[src/design/stcm_pkg.sv]
// ----------------------------------------------------------------------------
// stcm_pkg
// Shared types, constants and helpers of the stick-to-touch cursor mapper.
// ----------------------------------------------------------------------------
package stcm_pkg;

   // screen geometry
   localparam int SCREEN_WIDTH  = 256;
   localparam int SCREEN_HEIGHT = 192;
   localparam int COL_W = (SCREEN_WIDTH > 1) ? $clog2(SCREEN_WIDTH) : 1;
   localparam int ROW_W = (SCREEN_HEIGHT > 1) ? $clog2(SCREEN_HEIGHT) : 1;
   localparam int CUR_W = (COL_W > ROW_W) ? COL_W : ROW_W;

   // register widths, limits and reset values
   localparam int DZ_W    = 15;
   localparam int SPEED_W = 8;
   localparam int CSR_W   = 15;
   localparam int CSR_IDX_W = 1;
   localparam logic [CSR_IDX_W-1:0] REG_DEADBAND     = 1'd0;
   localparam logic [CSR_IDX_W-1:0] REG_CURSOR_SPEED = 1'd1;
   localparam logic [DZ_W-1:0]    DZ_MAX      = 15'd32766;
   localparam logic [DZ_W-1:0]    DZ_RESET    = 15'd8000;
   localparam logic [DZ_W-1:0]    STICK_FULL  = 15'd32767;
   localparam logic [SPEED_W-1:0] SPEED_RESET = 8'd6;

   // field widths
   localparam int KEY_W  = 12;
   localparam int AXIS_W = 16;
   localparam int TRIG_W = 8;
   localparam int TOUCH_W = 8;
   localparam logic [TRIG_W-1:0] TRIG_THRESHOLD = 8'd32;

   // divider: the quotient never exceeds 2*(255-1), so nine bits suffice
   localparam int Q_W    = 9;
   localparam int CNT_W  = $clog2(Q_W);
   localparam int PROD_W = DZ_W + Q_W - 1;          // range shifted by Q_W-1
   localparam int STEP_W = Q_W + 1;
   localparam int POS_W  = ((CUR_W > STEP_W) ? CUR_W : STEP_W) + 2;

   // short queue between front and back
   localparam int QUEUE_DEPTH = 2;
   localparam int QPTR_W = (QUEUE_DEPTH > 1) ? $clog2(QUEUE_DEPTH) : 1;
   localparam int QCNT_W = $clog2(QUEUE_DEPTH + 1);

   typedef struct packed {
      logic [KEY_W-1:0]  pad_buttons;
      logic signed [AXIS_W-1:0] stick_x;
      logic signed [AXIS_W-1:0] stick_y;
      logic [TRIG_W-1:0] trigger_level;
   } req_data_type;

   typedef struct packed {
      logic [KEY_W-1:0]   handheld_buttons;
      logic [TOUCH_W-1:0] touch_x;
      logic [TOUCH_W-1:0] touch_y;
      logic               touch_pressed;
   } rsp_data_type;

   // one axis after dead-zone classification
   typedef struct packed {
      logic              active;
      logic              negative;
      logic [AXIS_W-1:0] excess;
   } axis_type;

   // queue entry: one classified snapshot
   typedef struct packed {
      logic [KEY_W-1:0] keys;
      logic             pressed;
      axis_type         x_axis;
      axis_type         y_axis;
   } entry_type;

   // queue status seen by the front and the back
   typedef struct packed {
      logic full;
      logic empty;
   } queue_status_type;

   // move pad bits into handheld key order
   function automatic logic [KEY_W-1:0] repack_keys(input logic [KEY_W-1:0] pad);
      logic [KEY_W-1:0] k;
      k = '0;
      k[0]  = pad[0];
      k[1]  = pad[1];
      k[10] = pad[2];
      k[11] = pad[3];
      k[6]  = pad[4];
      k[7]  = pad[5];
      k[5]  = pad[6];
      k[4]  = pad[7];
      k[9]  = pad[8];
      k[8]  = pad[9];
      k[3]  = pad[10];
      k[2]  = pad[11];
      return k;
   endfunction

endpackage

[src/design/stcm_front.sv]
// ----------------------------------------------------------------------------
// stcm_front
// Accepts snapshots, repacks buttons and classifies each stick axis against
// the dead zone before handing the transaction to the queue.
// ----------------------------------------------------------------------------
module stcm_front (
   input  logic                        req_valid,
   input  stcm_pkg::req_data_type      req_data,
   output logic                        req_stall,
   input  logic [stcm_pkg::DZ_W-1:0]   deadband,
   input  stcm_pkg::queue_status_type  queue_status,
   output logic                        push,
   output stcm_pkg::entry_type         push_entry
);
   import stcm_pkg::*;

   // stall while the queue has no room
   assign req_stall = queue_status.full;
   assign push      = req_valid && !queue_status.full;

   function automatic axis_type classify(input logic signed [AXIS_W-1:0] v,
                                         input logic [DZ_W-1:0] dz);
      axis_type         a;
      logic [AXIS_W-1:0] mag;
      mag        = v[AXIS_W-1] ? (~v + AXIS_W'(1)) : v;
      a.negative = v[AXIS_W-1];
      a.active   = mag > AXIS_W'(dz);
      a.excess   = mag - AXIS_W'(dz);
      return a;
   endfunction

   // classify the snapshot
   always_comb begin
      push_entry.keys    = repack_keys(req_data.pad_buttons);
      push_entry.pressed = req_data.trigger_level > TRIG_THRESHOLD;
      push_entry.x_axis  = classify(req_data.stick_x, deadband);
      push_entry.y_axis  = classify(req_data.stick_y, deadband);
   end

endmodule

[src/design/stcm_queue.sv]
// ----------------------------------------------------------------------------
// stcm_queue
// Short first-in first-out queue of classified snapshots between the
// front and the back.
// ----------------------------------------------------------------------------
module stcm_queue (
   input  logic                        clock,
   input  logic                        reset,
   input  logic                        push,
   input  stcm_pkg::entry_type         push_entry,
   input  logic                        pop,
   output stcm_pkg::entry_type         pop_entry,
   output stcm_pkg::queue_status_type  queue_status
);
   import stcm_pkg::*;

   entry_type         slot_ff [QUEUE_DEPTH];
   logic [QPTR_W-1:0] wr_ptr_ff, wr_ptr_in;
   logic [QPTR_W-1:0] rd_ptr_ff, rd_ptr_in;
   logic [QCNT_W-1:0] count_ff, count_in;

   function automatic logic [QPTR_W-1:0] next_ptr(input logic [QPTR_W-1:0] p);
      return (p == QPTR_W'(QUEUE_DEPTH - 1)) ? '0 : p + QPTR_W'(1);
   endfunction

   assign queue_status.full  = count_ff == QCNT_W'(QUEUE_DEPTH);
   assign queue_status.empty = count_ff == '0;
   assign pop_entry = slot_ff[rd_ptr_ff];

   // advance pointers and fill count
   always_comb begin
      wr_ptr_in = push ? next_ptr(wr_ptr_ff) : wr_ptr_ff;
      rd_ptr_in = pop ? next_ptr(rd_ptr_ff) : rd_ptr_ff;
      count_in  = count_ff;
      if (push && !pop) begin
         count_in = count_ff + QCNT_W'(1);
      end else if (pop && !push) begin
         count_in = count_ff - QCNT_W'(1);
      end
   end

   always_ff @(posedge clock) begin
      if (reset) begin
         wr_ptr_ff <= '0;
         rd_ptr_ff <= '0;
         count_ff  <= '0;
      end else begin
         wr_ptr_ff <= wr_ptr_in;
         rd_ptr_ff <= rd_ptr_in;
         count_ff  <= count_in;
      end
   end

   // store the pushed transaction
   always_ff @(posedge clock) begin
      if (push) begin
         slot_ff[wr_ptr_ff] <= push_entry;
      end
   end

endmodule

[src/design/stcm_back.sv]
// ----------------------------------------------------------------------------
// stcm_back
// Scales each active axis through one shared restoring divider, moves and
// clamps the cursor, and holds the finished result for the output channel.
// ----------------------------------------------------------------------------
module stcm_back (
   input  logic                          clock,
   input  logic                          reset,
   input  logic [stcm_pkg::DZ_W-1:0]     deadband,
   input  logic [stcm_pkg::SPEED_W-1:0]  cursor_speed,
   input  stcm_pkg::queue_status_type    queue_status,
   input  stcm_pkg::entry_type           pop_entry,
   output logic                          pop,
   output logic                          rsp_valid,
   output stcm_pkg::rsp_data_type        rsp_data,
   input  logic                          rsp_stall
);
   import stcm_pkg::*;

   localparam logic [1:0] ST_IDLE  = 2'd0;
   localparam logic [1:0] ST_MUL   = 2'd1;
   localparam logic [1:0] ST_DIV   = 2'd2;
   localparam logic [1:0] ST_APPLY = 2'd3;

   localparam logic [POS_W-1:0] COL_TOP = POS_W'(SCREEN_WIDTH - 1);
   localparam logic [POS_W-1:0] ROW_TOP = POS_W'(SCREEN_HEIGHT - 1);

   logic [1:0]        state_ff, state_in;
   logic              axis_ff, axis_in;
   logic [CNT_W-1:0]  cnt_ff, cnt_in;
   logic              rsp_valid_ff, rsp_valid_in;
   entry_type         entry_ff, entry_in;
   logic [PROD_W-1:0] rem_ff, rem_in;
   logic [PROD_W-1:0] div_ff, div_in;
   logic [Q_W-1:0]    quo_ff, quo_in;
   logic [CUR_W-1:0]  col_ff, col_in;
   logic [CUR_W-1:0]  row_ff, row_in;
   rsp_data_type      rsp_data_ff, rsp_data_in;

   axis_type                 cur_axis;
   logic [DZ_W-1:0]          range;
   logic [AXIS_W+SPEED_W-1:0] product;
   logic [STEP_W-1:0]        step;
   logic                     move_up;
   logic signed [POS_W-1:0]  base;
   logic signed [POS_W-1:0]  moved;
   logic [POS_W-1:0]         top;
   logic [CUR_W-1:0]         clamped;

   assign pop       = (state_ff == ST_IDLE) && !queue_status.empty && !rsp_valid_ff;
   assign rsp_valid = rsp_valid_ff;
   assign rsp_data  = rsp_data_ff;

   // datapath for the axis being worked
   always_comb begin
      cur_axis = axis_ff ? entry_ff.y_axis : entry_ff.x_axis;
      range    = STICK_FULL - deadband;
      product  = cur_axis.excess * (cursor_speed - SPEED_W'(1));
      step     = cur_axis.active ? (STEP_W'(quo_ff) + STEP_W'(1)) : '0;
      // X adds the step, Y subtracts it: the sign decides the direction
      move_up  = cur_axis.negative ^ axis_ff;
      base     = axis_ff ? POS_W'(row_ff) : POS_W'(col_ff);
      top      = axis_ff ? ROW_TOP : COL_TOP;
      moved    = move_up ? (base - POS_W'(step)) : (base + POS_W'(step));
      priority if (moved < 0) begin
         clamped = '0;
      end else if (moved > $signed(top)) begin
         clamped = CUR_W'(top);
      end else begin
         clamped = CUR_W'(moved);
      end
   end

   // sequence: load, multiply, divide, apply for X then Y
   always_comb begin
      state_in     = state_ff;
      axis_in      = axis_ff;
      cnt_in       = cnt_ff;
      rsp_valid_in = rsp_valid_ff;
      entry_in     = entry_ff;
      rem_in       = rem_ff;
      div_in       = div_ff;
      quo_in       = quo_ff;
      col_in       = col_ff;
      row_in       = row_ff;
      rsp_data_in  = rsp_data_ff;
      if (rsp_valid_ff && !rsp_stall) begin
         rsp_valid_in = 1'b0;
      end
      unique case (state_ff)
         ST_IDLE: begin
            if (pop) begin
               entry_in = pop_entry;
               axis_in  = 1'b0;
               state_in = ST_MUL;
            end
         end
         ST_MUL: begin
            rem_in   = PROD_W'(product);
            div_in   = {range, (Q_W-1)'(0)};
            quo_in   = '0;
            cnt_in   = CNT_W'(Q_W - 1);
            state_in = ST_DIV;
         end
         ST_DIV: begin
            if (rem_ff >= div_ff) begin
               rem_in = rem_ff - div_ff;
               quo_in = {quo_ff[Q_W-2:0], 1'b1};
            end else begin
               quo_in = {quo_ff[Q_W-2:0], 1'b0};
            end
            div_in = div_ff >> 1;
            if (cnt_ff == '0) begin
               state_in = ST_APPLY;
            end else begin
               cnt_in = cnt_ff - CNT_W'(1);
            end
         end
         ST_APPLY: begin
            if (!axis_ff) begin
               col_in   = clamped;
               axis_in  = 1'b1;
               state_in = ST_MUL;
            end else begin
               row_in       = clamped;
               rsp_data_in.handheld_buttons = entry_ff.keys;
               rsp_data_in.touch_x          = TOUCH_W'(col_ff);
               rsp_data_in.touch_y          = TOUCH_W'(clamped);
               rsp_data_in.touch_pressed    = entry_ff.pressed;
               rsp_valid_in = 1'b1;
               state_in     = ST_IDLE;
            end
         end
         default: state_in = ST_IDLE;
      endcase
   end

   always_ff @(posedge clock) begin
      if (reset) begin
         state_ff     <= ST_IDLE;
         axis_ff      <= 1'b0;
         cnt_ff       <= '0;
         rsp_valid_ff <= 1'b0;
         col_ff       <= CUR_W'(SCREEN_WIDTH / 2);
         row_ff       <= CUR_W'(SCREEN_HEIGHT / 2);
      end else begin
         state_ff     <= state_in;
         axis_ff      <= axis_in;
         cnt_ff       <= cnt_in;
         rsp_valid_ff <= rsp_valid_in;
         col_ff       <= col_in;
         row_ff       <= row_in;
      end
   end

   // hold working values and the result
   always_ff @(posedge clock) begin
      entry_ff    <= entry_in;
      rem_ff      <= rem_in;
      div_ff      <= div_in;
      quo_ff      <= quo_in;
      rsp_data_ff <= rsp_data_in;
   end

endmodule

[src/design/stick_to_touch_cursor_mapper_core.sv]
// ----------------------------------------------------------------------------
// stick_to_touch_cursor_mapper_core
// Maps a controller snapshot to handheld keys, a touch cursor and touch press.
// ----------------------------------------------------------------------------
// Sequence: an accepted transaction is popped from the queue, then each axis
// goes through a multiply step, nine divider steps and an apply step, and the
// finished transaction is held in the result register.
// The back pops the next entry only once it is idle again and the result
// register has drained, so a result stall holds it back.
// Reset: synchronous; dead zone 8000, speed 6, cursor at screen center.
module stick_to_touch_cursor_mapper_core (
   input  logic                            clock,
   input  logic                            reset,
   input  logic                            req_valid,
   input  stcm_pkg::req_data_type          req_data,
   output logic                            req_stall,
   output logic                            rsp_valid,
   output stcm_pkg::rsp_data_type          rsp_data,
   input  logic                            rsp_stall,
   input  logic                            csr_we,
   input  logic [stcm_pkg::CSR_IDX_W-1:0]  csr_index,
   input  logic [stcm_pkg::CSR_W-1:0]      csr_wdata
);
   import stcm_pkg::*;

   logic [DZ_W-1:0]    deadband_ff, deadband_in;
   logic [SPEED_W-1:0] speed_ff, speed_in;
   logic [SPEED_W-1:0] speed_wr;

   logic             push;
   logic             pop;
   entry_type        push_entry;
   entry_type        pop_entry;
   queue_status_type queue_status;

   // write configuration registers: mask, then saturate to legal values
   always_comb begin
      deadband_in = deadband_ff;
      speed_in    = speed_ff;
      speed_wr    = csr_wdata[SPEED_W-1:0];
      if (csr_we) begin
         unique case (csr_index)
            REG_DEADBAND: begin
               deadband_in = (csr_wdata[DZ_W-1:0] > DZ_MAX) ? DZ_MAX : csr_wdata[DZ_W-1:0];
            end
            REG_CURSOR_SPEED: begin
               speed_in = (speed_wr == '0) ? SPEED_W'(1) : speed_wr;
            end
            default: ;
         endcase
      end
   end

   always_ff @(posedge clock) begin
      if (reset) begin
         deadband_ff <= DZ_RESET;
         speed_ff    <= SPEED_RESET;
      end else begin
         deadband_ff <= deadband_in;
         speed_ff    <= speed_in;
      end
   end

   stcm_front u_front (
      .req_valid    (req_valid),
      .req_data     (req_data),
      .req_stall    (req_stall),
      .deadband     (deadband_ff),
      .queue_status (queue_status),
      .push         (push),
      .push_entry   (push_entry)
   );

   stcm_queue u_queue (
      .clock        (clock),
      .reset        (reset),
      .push         (push),
      .push_entry   (push_entry),
      .pop          (pop),
      .pop_entry    (pop_entry),
      .queue_status (queue_status)
   );

   stcm_back u_back (
      .clock        (clock),
      .reset        (reset),
      .deadband     (deadband_ff),
      .cursor_speed (speed_ff),
      .queue_status (queue_status),
      .pop_entry    (pop_entry),
      .pop          (pop),
      .rsp_valid    (rsp_valid),
      .rsp_data     (rsp_data),
      .rsp_stall    (rsp_stall)
   );

endmodule

[config.mk]
export PLATFORM = sky130hd
export DESIGN_NAME = stick_to_touch_cursor_mapper_core
export DESIGN_NICKNAME = d
export VERILOG_FILES = /design/src/design/stcm_pkg.sv /design/src/design/stcm_front.sv /design/src/design/stcm_queue.sv /design/src/design/stcm_back.sv /design/src/design/stick_to_touch_cursor_mapper_core.sv
export SDC_FILE = /design/constraint.sdc
export NUM_CORES = 1
export LEC_CHECK = 0
export ABC_AREA = 1
export ABC_CLOCK_PERIOD_IN_PS = 16700
export BUFFER_PORTS_ARGS = -buffer_cell sky130_fd_sc_hd__buf_2
export CAP_MARGIN = 30
export CORE_UTILIZATION = 55
export DETAILED_ROUTE_END_ITERATION = 12
export GPL_ROUTABILITY_DRIVEN = 0
export PLACE_DENSITY = 0.77
export SLEW_MARGIN = 20
export SYNTH_ARGS = -nofsm -noshare
export SYNTH_HDL_FRONTEND = slang
export SYNTH_SLANG_ARGS = --single-unit
[constraint.sdc]
create_clock -name clock -period 16.7 [get_ports clock]
set_input_delay 1.67 -clock clock [delete_from_list [all_inputs] [get_ports clock]]
set_output_delay 1.67 -clock clock [all_outputs]
set_load 0.005 [all_outputs]
==> metrics.txt <==
post-CTS repair timing setup buffer count 0; post-synth top area cell edfxtp_1; Sink Count between 200 and 300; syn avg cell area approximately 8.7 µm²; Setup violations, final 0; Worst Path Arrival 7780 ps; MaxCap Viol Count 0; hold_buf cts 0; WL/cell about 17 µm; Worst Path Required ~17000 ps; initial cell density of the core a little under three fifths; TNS Setup 0 ps; Ports about 100; pin count of the biggest net entering global routing 69; outcome finished, final reports clean; clk buf depth 3; Syn Nets roughly 2800; Slew @ Worst Pin 977.2 ps; Hold Crit Class reg2reg; H-Tree Depth 1; FILL cells roughly 3100; total gr overflow 0; first-pass GRT wire length between 80 and 90 mm; Clock Tree Root clkbuf_16; Vias around 17000; Post-Syn Area between 20000 and 25000 µm²; starting DRC count in detailed routing 1733; Die W slightly below 200 µm; synthesis-to-layout area growth 9.933%; EDFF count, synth 231; vias in the first global route approximately 16000; post-route ant nets 0; Fin. Hold Viols 0; Tmin final approximately 7500 ps; Layout Skew between 15 and 20 ps; synth warn 0; worst reg-to-reg setup slack 9250 ps; async set-or-reset flop fraction in the synthesized netlist 0%; Seq/Total Area, Yosys 37.97%; gr usage total 26.29%; count of cell types in the netlist 49; Seq. cell area between 7000 and 8000 µm²; Die ar. roughly 40000 µm²; fmax 134.2 MHz; Register-to-Register Path Depth 24; Setup CP Type reg2reg; worst reg2reg endpoint u_back.rem_ff[20]$_DFFE_PP_; Multi-input gate area ~11000 µm²; drc violations 0; core box area roughly 38000 µm²; worst flop-to-flop path startpoint speed_ff[0]$_SDFFE_PP0P_; PortBufs 103; Worst Setup SP speed_ff[0]$_SDFFE_PP0P_; Period Utilization, post-route between 40% and 50%; synth top area cells edfxtp_1, fa_1, nand2_1; # diodes 0; clock transition at the registers of the reported paths approximately 70 ps; die height just under 200 µm; first drt pass iteration count 6; relative slew slack between 30% and 40%; Total Nets Final 2874; Top FF cell, synth edfxtp_1; Hold EP u_back.rsp_data[27]$_DFFE_PP_; count leader, synth nand2_1; initial antenna violation count 0; Yosys reg bits around 280; number of vias per cell between 5 and 6; Synth top area share around 33%; CTS Buf Count 29; hold path cells 0; Hold Path Origin u_back.entry_ff[47]$_DFFE_PP_; Worst setup EP type flip-flop; crit start category flip-flop; unrepaired setup endpoints after global routing no; layout cells sized above 1 between 7 and 8%; cells after synthesis about 2400; Slew Limit Fails 0; TritonCTS clock tree built; CTS resizes 0; Routed WL 50.51 mm; critical-path maximum fanout 15; clock latency at the later pin of the worst-skew pair 570 ps; FP Rows 71; Post-synth top cells nand2_1, inv_1, edfxtp_1, nor2_1, fa_1; DP HPWL 39.41 mm
-- critical path: stages, from the launching register on --
cell	delay (ps)
dfxtp_1	510
inv_2	210
ha_1	220
nand2_1	100
nor2_1	130
nand2_1	60
or2_2	400
nor2_1	340
fa_1	550
fa_1	940
fa_1	520
fa_1	490
fa_1	540
inv_1	50
fa_1	520
inv_1	40
ha_1	340
a21oi_1	200
nor2_1	70
a211oi_1	230
o21ai_0	200
a21boi_0	280
xor2_1	120
nand2_1	80
nand2_1	70
-- metrics by stage --
step                hold slack (ps)  utilization [%]  area (µm²)  instances  setup slack, ps
floorplan                     400.3                -       20960       2408            10200
global placement              402.1            58.62       22030       2988             9565
detailed placement            405.4            58.73       22070       2990             9351
CTS                           420.8            61.28       23030       3044             9367
global route                  426.0            61.32       23040       3046             8843
finish                        416.1            61.32       23040       3046             9249
-- layout by cell type, fill, tap and decap left out, types with 4 or more instances in the layout --
| master | instances |
|---|---|
| a211oi_1 | 7 |
| a21boi_0 | 4 |
| a21o_1 | 4 |
| a21oi_1 | 138 |
| a31oi_1 | 7 |
| and2_1 | 4 |
| buf_2 | 103 |
| buf_4 | 11 |
| clkbuf_1 | 4 |
| clkbuf_16 | 29 |
| clkinv_1 | 7 |
| clkinv_2 | 5 |
| dfxtp_1 | 51 |
| edfxtp_1 | 231 |
| fa_1 | 150 |
| ha_1 | 138 |
| inv_1 | 438 |
| inv_6 | 5 |
| nand2_1 | 567 |
| nand2_2 | 4 |
| nand3_1 | 74 |
| nand3b_1 | 4 |
| nand4_1 | 15 |
| nor2_1 | 194 |
| nor3_1 | 25 |
| nor4_1 | 5 |
| o211ai_1 | 15 |
| o21a_1 | 4 |
| o21ai_0 | 129 |
| o21ai_1 | 8 |
| o21bai_1 | 5 |
| o22ai_1 | 4 |
| o31ai_1 | 6 |
| or2_2 | 13 |
| xnor2_1 | 38 |
| xor2_1 | 51 |
-- worst max path at each step --
stage and to:
2_1_floorplan u_back.rem_ff[20]$_DFFE_PP_, 3_3_place_gp u_back.rem_ff[20]$_DFFE_PP_, 3_5_place_dp u_back.rem_ff[20]$_DFFE_PP_, 4_1_cts u_back.rem_ff[20]$_DFFE_PP_, 5_1_grt u_back.rem_ff[20]$_DFFE_PP_, 6_report u_back.rem_ff[20]$_DFFE_PP_
-- layout make-up --
| type | instances | area share [%] |
|---|---|---|
| multi-input combinational | 1637 | 48.45 |
| sequential | 282 | 34.54 |
| inverter | 444 | 7.233 |
| clock buffer | 33 | 3.215 |
| timing repair buffer | 118 | 2.845 |
| tap | 511 | 2.775 |
| clock inverter | 21 | 0.9448 |
-- sequential cells by signal, summed over array words and instances (netlist names) --
signal and cells:
u_queue.slot_ff 98, u_back.entry_ff 49, u_back.rsp_data 29, u_back.div_ff 23, u_back.rem_ff 23, deadband_ff 15, u_back.quo_ff 9, speed_ff 8
u_back.col_ff 8, u_back.row_ff 8, u_back.cnt_ff 4, u_back.state_ff 2, u_queue.count_ff 2, u_back.axis_ff 1, u_back.rsp_valid 1, u_queue.rd_ptr_ff 1
u_queue.wr_ptr_ff 1
-- cell families (layout without fill, tap and decap cells) --
kind of cell / Yosys count / in the layout / synth area share [%]
fa+ha+maj: 289 / 289 / 22.62
mux: 4 / 4 / 0.2269
compound gates: 340 / 340 / 8.883
simple gates: 914 / 914 / 17.63
buf+inv: 489 / 616 / 8.877
xor+xnor: 90 / 90 / 3.797
flops: 282 / 282 / 37.97
-- per-layer routing --
layer | GRT usage, % | up-vias | wire [µm]
met3 | 4.098 | 128 | 4085
met2 | 43.53 | 742 | 23690
li1 | - | 7926 | -
met1 | 35.30 | 7865 | 21120
met5 | 0 | - | 0
met4 | 8.786 | 0 | 1609
Power is left out: the tool's default activity adds up to more than one toggle a clock period on the data nets, which glitch-free logic cannot reach.
